`config.mk`:
```
export PLATFORM = sky130hd
export DESIGN_NAME = multi_timer_pwm_generator
export DESIGN_NICKNAME = d
export VERILOG_FILES = /design/src/rtl/core/mtpwm_pkg.sv /design/src/rtl/core/mtpwm_cfg_regs.sv /design/src/rtl/core/mtpwm_timer.sv /design/src/rtl/core/multi_timer_pwm_generator.sv
export SDC_FILE = /design/constraint.sdc
export NUM_CORES = 1
export LEC_CHECK = 0
export BUFFER_PORTS_ARGS = -buffer_cell sky130_fd_sc_hd__buf_4
export CAP_MARGIN = 20
export CORE_MARGIN = 3
export CORE_UTILIZATION = 60
export CTS_CLUSTER_SIZE = 20
export DETAILED_ROUTE_END_ITERATION = 7
export GPL_ROUTABILITY_DRIVEN = 0
export PLACE_DENSITY = 0.83
export SYNTH_ARGS = -nofsm -noshare
export SYNTH_HDL_FRONTEND = slang
export SYNTH_SLANG_ARGS = --single-unit
```
`constraint.sdc`:
```
create_clock -name clk -period 9.27 [get_ports clk]
set_clock_uncertainty 0.15 [all_clocks]
set_input_delay 0.4635 -clock clk [delete_from_list [all_inputs] [get_ports clk]]
set_output_delay 0.4635 -clock clk [all_outputs]
set_load 0.02 [all_outputs]
```
`src/rtl/core/mtpwm_pkg.sv`:
```
package mtpwm_pkg;

	// block sizing
	localparam int TIMER_COUNT        = 3;
	localparam int CHANNELS_PER_TIMER = 4;
	localparam int COUNTER_BITS       = 16;

	localparam int SIGNAL_TOTAL = TIMER_COUNT * CHANNELS_PER_TIMER;
	localparam int CHAN_BITS    = (CHANNELS_PER_TIMER > 1) ? $clog2(CHANNELS_PER_TIMER) : 1;

	// fixed field widths
	localparam int PRESCALE_W  = 16;
	localparam int CFG_DATA_W  = 16;
	localparam int CFG_INDEX_W = 3;
	localparam int SIGNAL_W    = 4;
	localparam int VALUE_W     = 16;
	localparam int LEVELS_W    = 12;
	localparam int WRAPS_W     = 3;

	// internal vectors wide enough for both the signal count and the port
	localparam int LEVEL_VEC_W = (SIGNAL_TOTAL > LEVELS_W) ? SIGNAL_TOTAL : LEVELS_W;
	localparam int WRAP_VEC_W  = (TIMER_COUNT > WRAPS_W) ? TIMER_COUNT : WRAPS_W;

	// register map
	localparam int REG_PER_KIND = 3;
	localparam logic [CFG_INDEX_W-1:0] CFG_PRESCALE0 = 3'd0;
	localparam logic [CFG_INDEX_W-1:0] CFG_PERIOD0   = 3'd3;
	localparam logic [CFG_INDEX_W-1:0] CFG_ENABLE    = 3'd6;

	localparam logic [PRESCALE_W-1:0]   PRESCALE_RESET = '0;
	localparam logic [COUNTER_BITS-1:0] PERIOD_RESET   = COUNTER_BITS'(16'hFFFF);

	// input function codes
	localparam logic FUNC_TICK    = 1'b0;
	localparam logic FUNC_COMPARE = 1'b1;

	typedef struct packed {
		logic [TIMER_COUNT-1:0][PRESCALE_W-1:0]   prescale;
		logic [TIMER_COUNT-1:0][COUNTER_BITS-1:0] period;
		logic [LEVELS_W-1:0]                      enable;
	} cfg_t;

	typedef struct packed {
		logic                    tick;
		logic                    wr_en;
		logic [CHAN_BITS-1:0]    wr_chan;
		logic [COUNTER_BITS-1:0] wr_value;
	} timer_ctrl_t;

endpackage

```
`src/rtl/core/mtpwm_cfg_regs.sv`:
```
module mtpwm_cfg_regs (
	input  logic                                   clk,
	input  logic                                   arst_n,
	input  logic                                   wr_en,
	input  logic [mtpwm_pkg::CFG_INDEX_W-1:0]      wr_index,
	input  logic [mtpwm_pkg::CFG_DATA_W-1:0]       wr_data,
	output mtpwm_pkg::cfg_t                        cfg
);

	mtpwm_pkg::cfg_t cfg_q;

	for (genvar t = 0; t < mtpwm_pkg::TIMER_COUNT; t++) begin : g_timer
		if (t < mtpwm_pkg::REG_PER_KIND) begin : g_mapped
			always_ff @(posedge clk or negedge arst_n) begin
				if (!arst_n) begin
					cfg_q.prescale[t] <= mtpwm_pkg::PRESCALE_RESET;
					cfg_q.period[t]   <= mtpwm_pkg::PERIOD_RESET;
				end else if (wr_en) begin
					if (wr_index == mtpwm_pkg::CFG_INDEX_W'(mtpwm_pkg::CFG_PRESCALE0 + t))
						cfg_q.prescale[t] <= wr_data[mtpwm_pkg::PRESCALE_W-1:0];
					if (wr_index == mtpwm_pkg::CFG_INDEX_W'(mtpwm_pkg::CFG_PERIOD0 + t))
						cfg_q.period[t] <= mtpwm_pkg::COUNTER_BITS'(wr_data[15:0]);
				end
			end
		end else begin : g_fixed
			// timers past the register map keep their reset settings
			assign cfg_q.prescale[t] = mtpwm_pkg::PRESCALE_RESET;
			assign cfg_q.period[t]   = mtpwm_pkg::PERIOD_RESET;
		end
	end

	always_ff @(posedge clk or negedge arst_n) begin
		if (!arst_n) begin
			cfg_q.enable <= '0;
		end else if (wr_en && wr_index == mtpwm_pkg::CFG_ENABLE) begin
			cfg_q.enable <= wr_data[mtpwm_pkg::LEVELS_W-1:0];
		end
	end

	assign cfg = cfg_q;

endmodule

```
`src/rtl/core/mtpwm_timer.sv`:
```
module mtpwm_timer (
	input  logic                                         clk,
	input  logic                                         arst_n,
	input  mtpwm_pkg::timer_ctrl_t                       ctrl,
	input  logic [mtpwm_pkg::PRESCALE_W-1:0]             prescale,
	input  logic [mtpwm_pkg::COUNTER_BITS-1:0]           period,
	input  logic [mtpwm_pkg::CHANNELS_PER_TIMER-1:0]     enable,
	output logic [mtpwm_pkg::CHANNELS_PER_TIMER-1:0]     levels,
	output logic                                         wrap
);

	localparam int CH = mtpwm_pkg::CHANNELS_PER_TIMER;
	localparam int CB = mtpwm_pkg::COUNTER_BITS;

	logic [mtpwm_pkg::PRESCALE_W-1:0] presc_q, presc_nxt;
	logic [CB-1:0]                    count_q, count_nxt;
	logic [CH-1:0][CB-1:0]            preload_q;
	logic [CH-1:0][CB-1:0]            active_q, active_nxt;
	logic                             presc_hit;
	logic                             count_hit;

	// at or above the limit counts as reaching it
	assign presc_hit = (presc_q >= prescale);
	assign count_hit = (count_q >= period);
	assign wrap      = ctrl.tick && presc_hit && count_hit;

	always_comb begin
		presc_nxt = presc_q;
		count_nxt = count_q;
		if (ctrl.tick) begin
			if (presc_hit) begin
				presc_nxt = '0;
				count_nxt = count_hit ? '0 : count_q + CB'(1);
			end else begin
				presc_nxt = presc_q + mtpwm_pkg::PRESCALE_W'(1);
			end
		end
	end

	for (genvar c = 0; c < CH; c++) begin : g_chan
		assign active_nxt[c] = wrap ? preload_q[c] : active_q[c];
		assign levels[c]     = enable[c] && (count_nxt < active_nxt[c]);

		always_ff @(posedge clk or negedge arst_n) begin
			if (!arst_n) begin
				preload_q[c] <= '0;
			end else if (ctrl.wr_en && ctrl.wr_chan == mtpwm_pkg::CHAN_BITS'(c)) begin
				preload_q[c] <= ctrl.wr_value;
			end
		end
	end

	always_ff @(posedge clk or negedge arst_n) begin
		if (!arst_n) begin
			presc_q  <= '0;
			count_q  <= '0;
			active_q <= '0;
		end else begin
			presc_q  <= presc_nxt;
			count_q  <= count_nxt;
			active_q <= active_nxt;
		end
	end

endmodule

```
`src/rtl/core/multi_timer_pwm_generator.sv`:
```
// three prescaled pwm timers with four channels each, twelve pwm levels out
//
// input channel (in_valid / in_stall): one transaction is either a tick
// (func = 0) that advances every timer, or a compare write (func = 1) that
// loads the preload compare of one signal; it goes active at the next wrap
// output channel (out_valid / out_stall): one transaction per input, carrying
// the levels of all signals after that input and the timers that wrapped
// configuration channel (cfg_valid / cfg_ready): always ready, index 0..2
// prescale, 3..5 period, 6 output enable mask; other indexes are dropped
// path: an input transaction passes the input register, then the timer update
// and level compare into the result register
// throughput: one transaction per cycle while the output is not stalled
// reset: counters, compares and config go to their reset values, no result
// is pending; output is low while disabled
// stall: a held result keeps its value; one more input is taken into the
// input register, then in_stall rises until the result is taken
module multi_timer_pwm_generator (
	input  logic                                   clk,
	input  logic                                   arst_n,

	input  logic                                   in_valid,
	output logic                                   in_stall,
	input  logic                                   func,
	input  logic [mtpwm_pkg::SIGNAL_W-1:0]         signal,
	input  logic [mtpwm_pkg::VALUE_W-1:0]          compare_value,

	output logic                                   out_valid,
	input  logic                                   out_stall,
	output logic [mtpwm_pkg::LEVELS_W-1:0]         pwm_levels,
	output logic [mtpwm_pkg::WRAPS_W-1:0]          wrap_flags,

	input  logic                                   cfg_valid,
	output logic                                   cfg_ready,
	input  logic [mtpwm_pkg::CFG_INDEX_W-1:0]      cfg_index,
	input  logic [mtpwm_pkg::CFG_DATA_W-1:0]       cfg_data
);

	localparam int CH = mtpwm_pkg::CHANNELS_PER_TIMER;

	// input register
	logic                              valid_s1;
	logic                              func_s1;
	logic [mtpwm_pkg::SIGNAL_W-1:0]    signal_s1;
	logic [mtpwm_pkg::VALUE_W-1:0]     value_s1;

	// result register
	logic                              out_valid_q;
	logic [mtpwm_pkg::LEVELS_W-1:0]    levels_q;
	logic [mtpwm_pkg::WRAPS_W-1:0]     wraps_q;

	logic                              advance;
	mtpwm_pkg::cfg_t                   cfg;

	logic [mtpwm_pkg::SIGNAL_TOTAL-1:0] levels_sig;
	logic [mtpwm_pkg::TIMER_COUNT-1:0]  wrap_sig;
	logic [mtpwm_pkg::LEVEL_VEC_W-1:0]  levels_wide;
	logic [mtpwm_pkg::LEVEL_VEC_W-1:0]  enable_wide;
	logic [mtpwm_pkg::WRAP_VEC_W-1:0]   wrap_wide;

	// the item in the input register moves on whenever the result slot frees
	assign advance  = valid_s1 && (!out_valid_q || !out_stall);
	assign in_stall = valid_s1 && !advance;

	always_ff @(posedge clk or negedge arst_n) begin
		if (!arst_n) begin
			valid_s1 <= 1'b0;
		end else if (!in_stall) begin
			valid_s1 <= in_valid;
		end
	end

	always_ff @(posedge clk) begin
		if (in_valid && !in_stall) begin
			func_s1   <= func;
			signal_s1 <= signal;
			value_s1  <= compare_value;
		end
	end

	// configuration registers
	assign cfg_ready = 1'b1;

	mtpwm_cfg_regs u_cfg (
		.clk      (clk),
		.arst_n   (arst_n),
		.wr_en    (cfg_valid && cfg_ready),
		.wr_index (cfg_index),
		.wr_data  (cfg_data),
		.cfg      (cfg)
	);

	// disabled signals past the mask width read as off
	assign enable_wide = mtpwm_pkg::LEVEL_VEC_W'(cfg.enable);

	for (genvar t = 0; t < mtpwm_pkg::TIMER_COUNT; t++) begin : g_timer
		mtpwm_pkg::timer_ctrl_t ctrl;
		logic                   hit;

		// compare write lands in this timer when the signal falls in its range
		assign hit = (32'(signal_s1) >= 32'(t * CH)) && (32'(signal_s1) < 32'((t + 1) * CH));

		assign ctrl.tick     = advance && (func_s1 == mtpwm_pkg::FUNC_TICK);
		assign ctrl.wr_en    = advance && (func_s1 == mtpwm_pkg::FUNC_COMPARE) && hit;
		assign ctrl.wr_chan  = mtpwm_pkg::CHAN_BITS'(32'(signal_s1) - 32'(t * CH));
		assign ctrl.wr_value = mtpwm_pkg::COUNTER_BITS'(value_s1);

		mtpwm_timer u_timer (
			.clk      (clk),
			.arst_n   (arst_n),
			.ctrl     (ctrl),
			.prescale (cfg.prescale[t]),
			.period   (cfg.period[t]),
			.enable   (enable_wide[t*CH +: CH]),
			.levels   (levels_sig[t*CH +: CH]),
			.wrap     (wrap_sig[t])
		);
	end

	assign levels_wide = mtpwm_pkg::LEVEL_VEC_W'(levels_sig);
	assign wrap_wide   = mtpwm_pkg::WRAP_VEC_W'(wrap_sig);

	always_ff @(posedge clk or negedge arst_n) begin
		if (!arst_n) begin
			out_valid_q <= 1'b0;
		end else if (advance) begin
			out_valid_q <= 1'b1;
		end else if (!out_stall) begin
			out_valid_q <= 1'b0;
		end
	end

	always_ff @(posedge clk) begin
		if (advance) begin
			levels_q <= levels_wide[mtpwm_pkg::LEVELS_W-1:0];
			wraps_q  <= wrap_wide[mtpwm_pkg::WRAPS_W-1:0];
		end
	end

	assign out_valid  = out_valid_q;
	assign pwm_levels = levels_q;
	assign wrap_flags = wraps_q;

	// a compare write never reports a wrap
	a_write_no_wrap: assert property (@(posedge clk) disable iff (!arst_n)
		(advance && func_s1 == mtpwm_pkg::FUNC_COMPARE) |=> (wrap_flags == '0))
		else $error("wrap reported on a compare write");

	// input is held back only by a full result slot under stall
	a_stall_cause: assert property (@(posedge clk) disable iff (!arst_n)
		in_stall |-> (valid_s1 && out_valid_q && out_stall))
		else $error("input stalled without a blocked result");

	// every item that moves on produces a result
	a_advance_result: assert property (@(posedge clk) disable iff (!arst_n)
		advance |=> out_valid)
		else $error("result missing after advance");

	// a taken result with nothing behind it leaves the output empty
	a_drain: assert property (@(posedge clk) disable iff (!arst_n)
		(out_valid && !out_stall && !valid_s1) |=> !out_valid)
		else $error("result repeated");

endmodule
```
==> metrics <==
run status finished, final reports clean; RSZ-0062 raised after global routing no; Initial Util 0.6136; layout cells sized above 1 0.1752; Top FF cell, synth dfrtp_1; Critical Path RT 9450 ps; Syn Nets 3011; CP arrival 6550 ps; CTS resizes 0; core box area 50680 µm²; First DRT Iteration DRCs 1980; Period Utilization, post-route 0.6873; antenna violations before repair 3; Finished Core Util 0.6812; Synth Warn # 0; post-route ant nets 0; CP startpoint kind primary input; #FFs+latches synth 626; Critical Path Slowest Stage Cell a31oi_2; # DRC 0; setup_tns 0 ps; Synth top area share 0.4361; max incr delay on CP 970 ps; asr flop ratio synth 0.9425; ranking of synthesized cells by area dfrtp_1, ha_1, mux2_2; Routed WL 76.08 mm; I/O Buffers 61; Avg WL per Cell 21.74 µm; Synth area leader dfrtp_1; global route overflow 0; IO Count 63; die height 233.7 µm; die width 233.7 µm; f_max 156.9 MHz; CP Capture Type register; Slew HR 0.1089; CTS tree done; final setup vio count 0; first drt pass iteration count 8; worst-path cell chain dlygate4sd3_1 -> buf_4 -> nand2_1 -> and2_1 -> buf_4 -> nand2b_1 -> a31oi_2 -> o21a_4 -> buf_4 -> nor2_1 -> ha_1 -> nand4_1 -> or2_2 -> o221ai_1 -> nor2_1 -> and3_1 -> a211o_1; Crit Path Class primary input to register; actual slew at the worst max-slew pin 1323 ps; final hold vios 0; Reg clk slew, reported paths 60 ps; largest net degree at the start of global routing 178; MaxCap Viol Count 0; cell class contributing the biggest share of worst-path delay compound AO/OA/AOI/OAI gates; global-route wire length before repair 120.2 mm; power per cell area 189.2 nW/µm²; CP Max Fanout 56; Synth cell types 75; Static Leak 18.50 nW; dpl hpwl 51.39 mm; Syn Inst Count 2684; Die ar. 54600 µm²; # nets final 3103; Syn Area/Cell 11.59 µm²; commonest non-fill, non-tap cell in the layout dfrtp_1; most used cell, CP buf_4; Root Buffer clkbuf_16; # rows 82; CTS Sinks 626; sequential fraction of the synthesis area 0.5114; HP Class primary input to register; via/cell ratio 6.067; Vias 21229; overall power 6.532 mW; Worst VDD drop 0.1328 mV; latest clock arrival within the worst-skew pair 600 ps; Final Max Tran Viols 0; Critical path buffers and inverters 4; H-tree depth 3; Longest Clk Path Bufs 3; Layout area overhead 11.01%; Setup Fix Bufs, Post-CTS 0; Synth Cell Area 31100 µm²; min cycle time layout 6372 ps; vias in the first global route 22159; Post-synth EDFFs 36; commonest cells after routing, fill and taps aside dfrtp_1, inv_1, ha_1; total CTS buffers 67; GRT Util Overall 0.2832
-- cell families after synthesis --
group | share of synthesized area
AO/OA/AOI/OAI | 0.07563
buffers and inverters | 0.04816
flip-flops | 0.5114
AND/OR/NAND/NOR | 0.08734
adder cells (fa/ha/maj) | 0.1134
XOR/XNOR | 0.01464
other | 0.0001206
multiplexers | 0.1493
-- worst paths after layout --
check | startpoint | end | slack (ps) | depth (start not counted)
setup / recovery | out_stall | pwm_levels[5] | 2900 | 17
hold / removal | cfg_data[14] | u_cfg.cfg[42] | 50 | 3
setup reg to reg | out_valid | pwm_levels[5] | 3040 | 15
hold reg to reg | g_timer[2].u_timer.active_q[17] | g_timer[2].u_timer.active_q[17] | 340 | 2
max in group asynchronous | arst_n | g_timer[0].u_timer.active_q[56] | 6140 | 4
min in group asynchronous | arst_n | u_cfg.cfg[96] | 400 | 2
-- state kept, by name (all words and copies together), names as in the netlist --
name,count
value_s1,16
out_valid,1
func_s1,1
valid_s1,1
pwm_levels,12
u_cfg.cfg,108
g_timer.u_timer.presc_q,48
g_timer.u_timer.active_q,192
wrap_flags,3
g_timer.u_timer.count_q,48
signal_s1,4
g_timer.u_timer.preload_q,192
-- metal layers --
metal	up-vias	global-route usage	share of wire
met5	-	0	0.000092
met4	2	0.1064	0.031
met3	173	0.04659	0.065
met2	754	0.4704	0.48
met1	10702	0.3761	0.42
li1	9598	-	-
-- worst min-delay path: cells and delay by family --
kind	cells	cell delay [ps]
buffers and inverters	1	170
AO/OA/AOI/OAI	1	70
AND/OR/NAND/NOR	1	60
-- area by class of cell --
type / count / area [µm²]
fill: 3538 / 16160
tap: 672 / 840.8
inverter: 294 / 1104
timing repair buffer: 107 / 898.4
multi-input combinational: 1680 / 13740
sequential: 626 / 15910
clock inverter: 14 / 75.07
antenna: 1 / 2.502
clock buffer: 105 / 1962
-- repair_timing --
item | in CTS | in global routing
hold buffers | 24 | 0
setup endpoints to repair | 0 | 0
endpoints found under the hold margin | 114 | 0
-- power breakdown --
part	internal, mW	total, mW	switching [mW]
Clock	1.45	2.52	1.07
Combinational	0.337	0.700	0.364
Sequential	3.10	3.31	0.209
Total	4.89	6.53	1.64
-- synthesized netlist by cell type (10+ instances only) --
| cell | number |
|---|---|
| dfrtp_1 | 542 |
| nor2b_1 | 20 |
| or3_1 | 10 |
| and4_1 | 10 |
| a211oi_1 | 11 |
| inv_1 | 293 |
| o21ai_0 | 150 |
| nor2_1 | 93 |
| a21oi_1 | 75 |
| edfxtp_1 | 36 |
| and3_1 | 46 |
| o21a_1 | 13 |
| xnor2_1 | 10 |
| nand2b_1 | 24 |
| nor3_1 | 30 |
| mux2_2 | 250 |
| dfstp_2 | 48 |
| ha_1 | 282 |
| mux2i_1 | 178 |
| xor2_1 | 42 |
| buf_2 | 18 |
| nand2_1 | 166 |
| nand3_1 | 34 |
| clkbuf_1 | 56 |
| a21o_1 | 54 |
| nand4_1 | 74 |
-- through the flow --
stage / cells / setup slack [ps] / instance area [µm²] / hold WS, ps
floorplan: 2684 / 4878 / 31100 / 17.91
global placement: 3351 / 3208 / 32200 / 310.4
detailed placement: 3352 / 3010 / 32200 / 324.2
CTS: 3495 / 3059 / 34480 / 23.00
global route: 3499 / 2595 / 34520 / 35.99
finish: 3499 / 2898 / 34520 / 47.30
(Power assumes the default switching activity.)
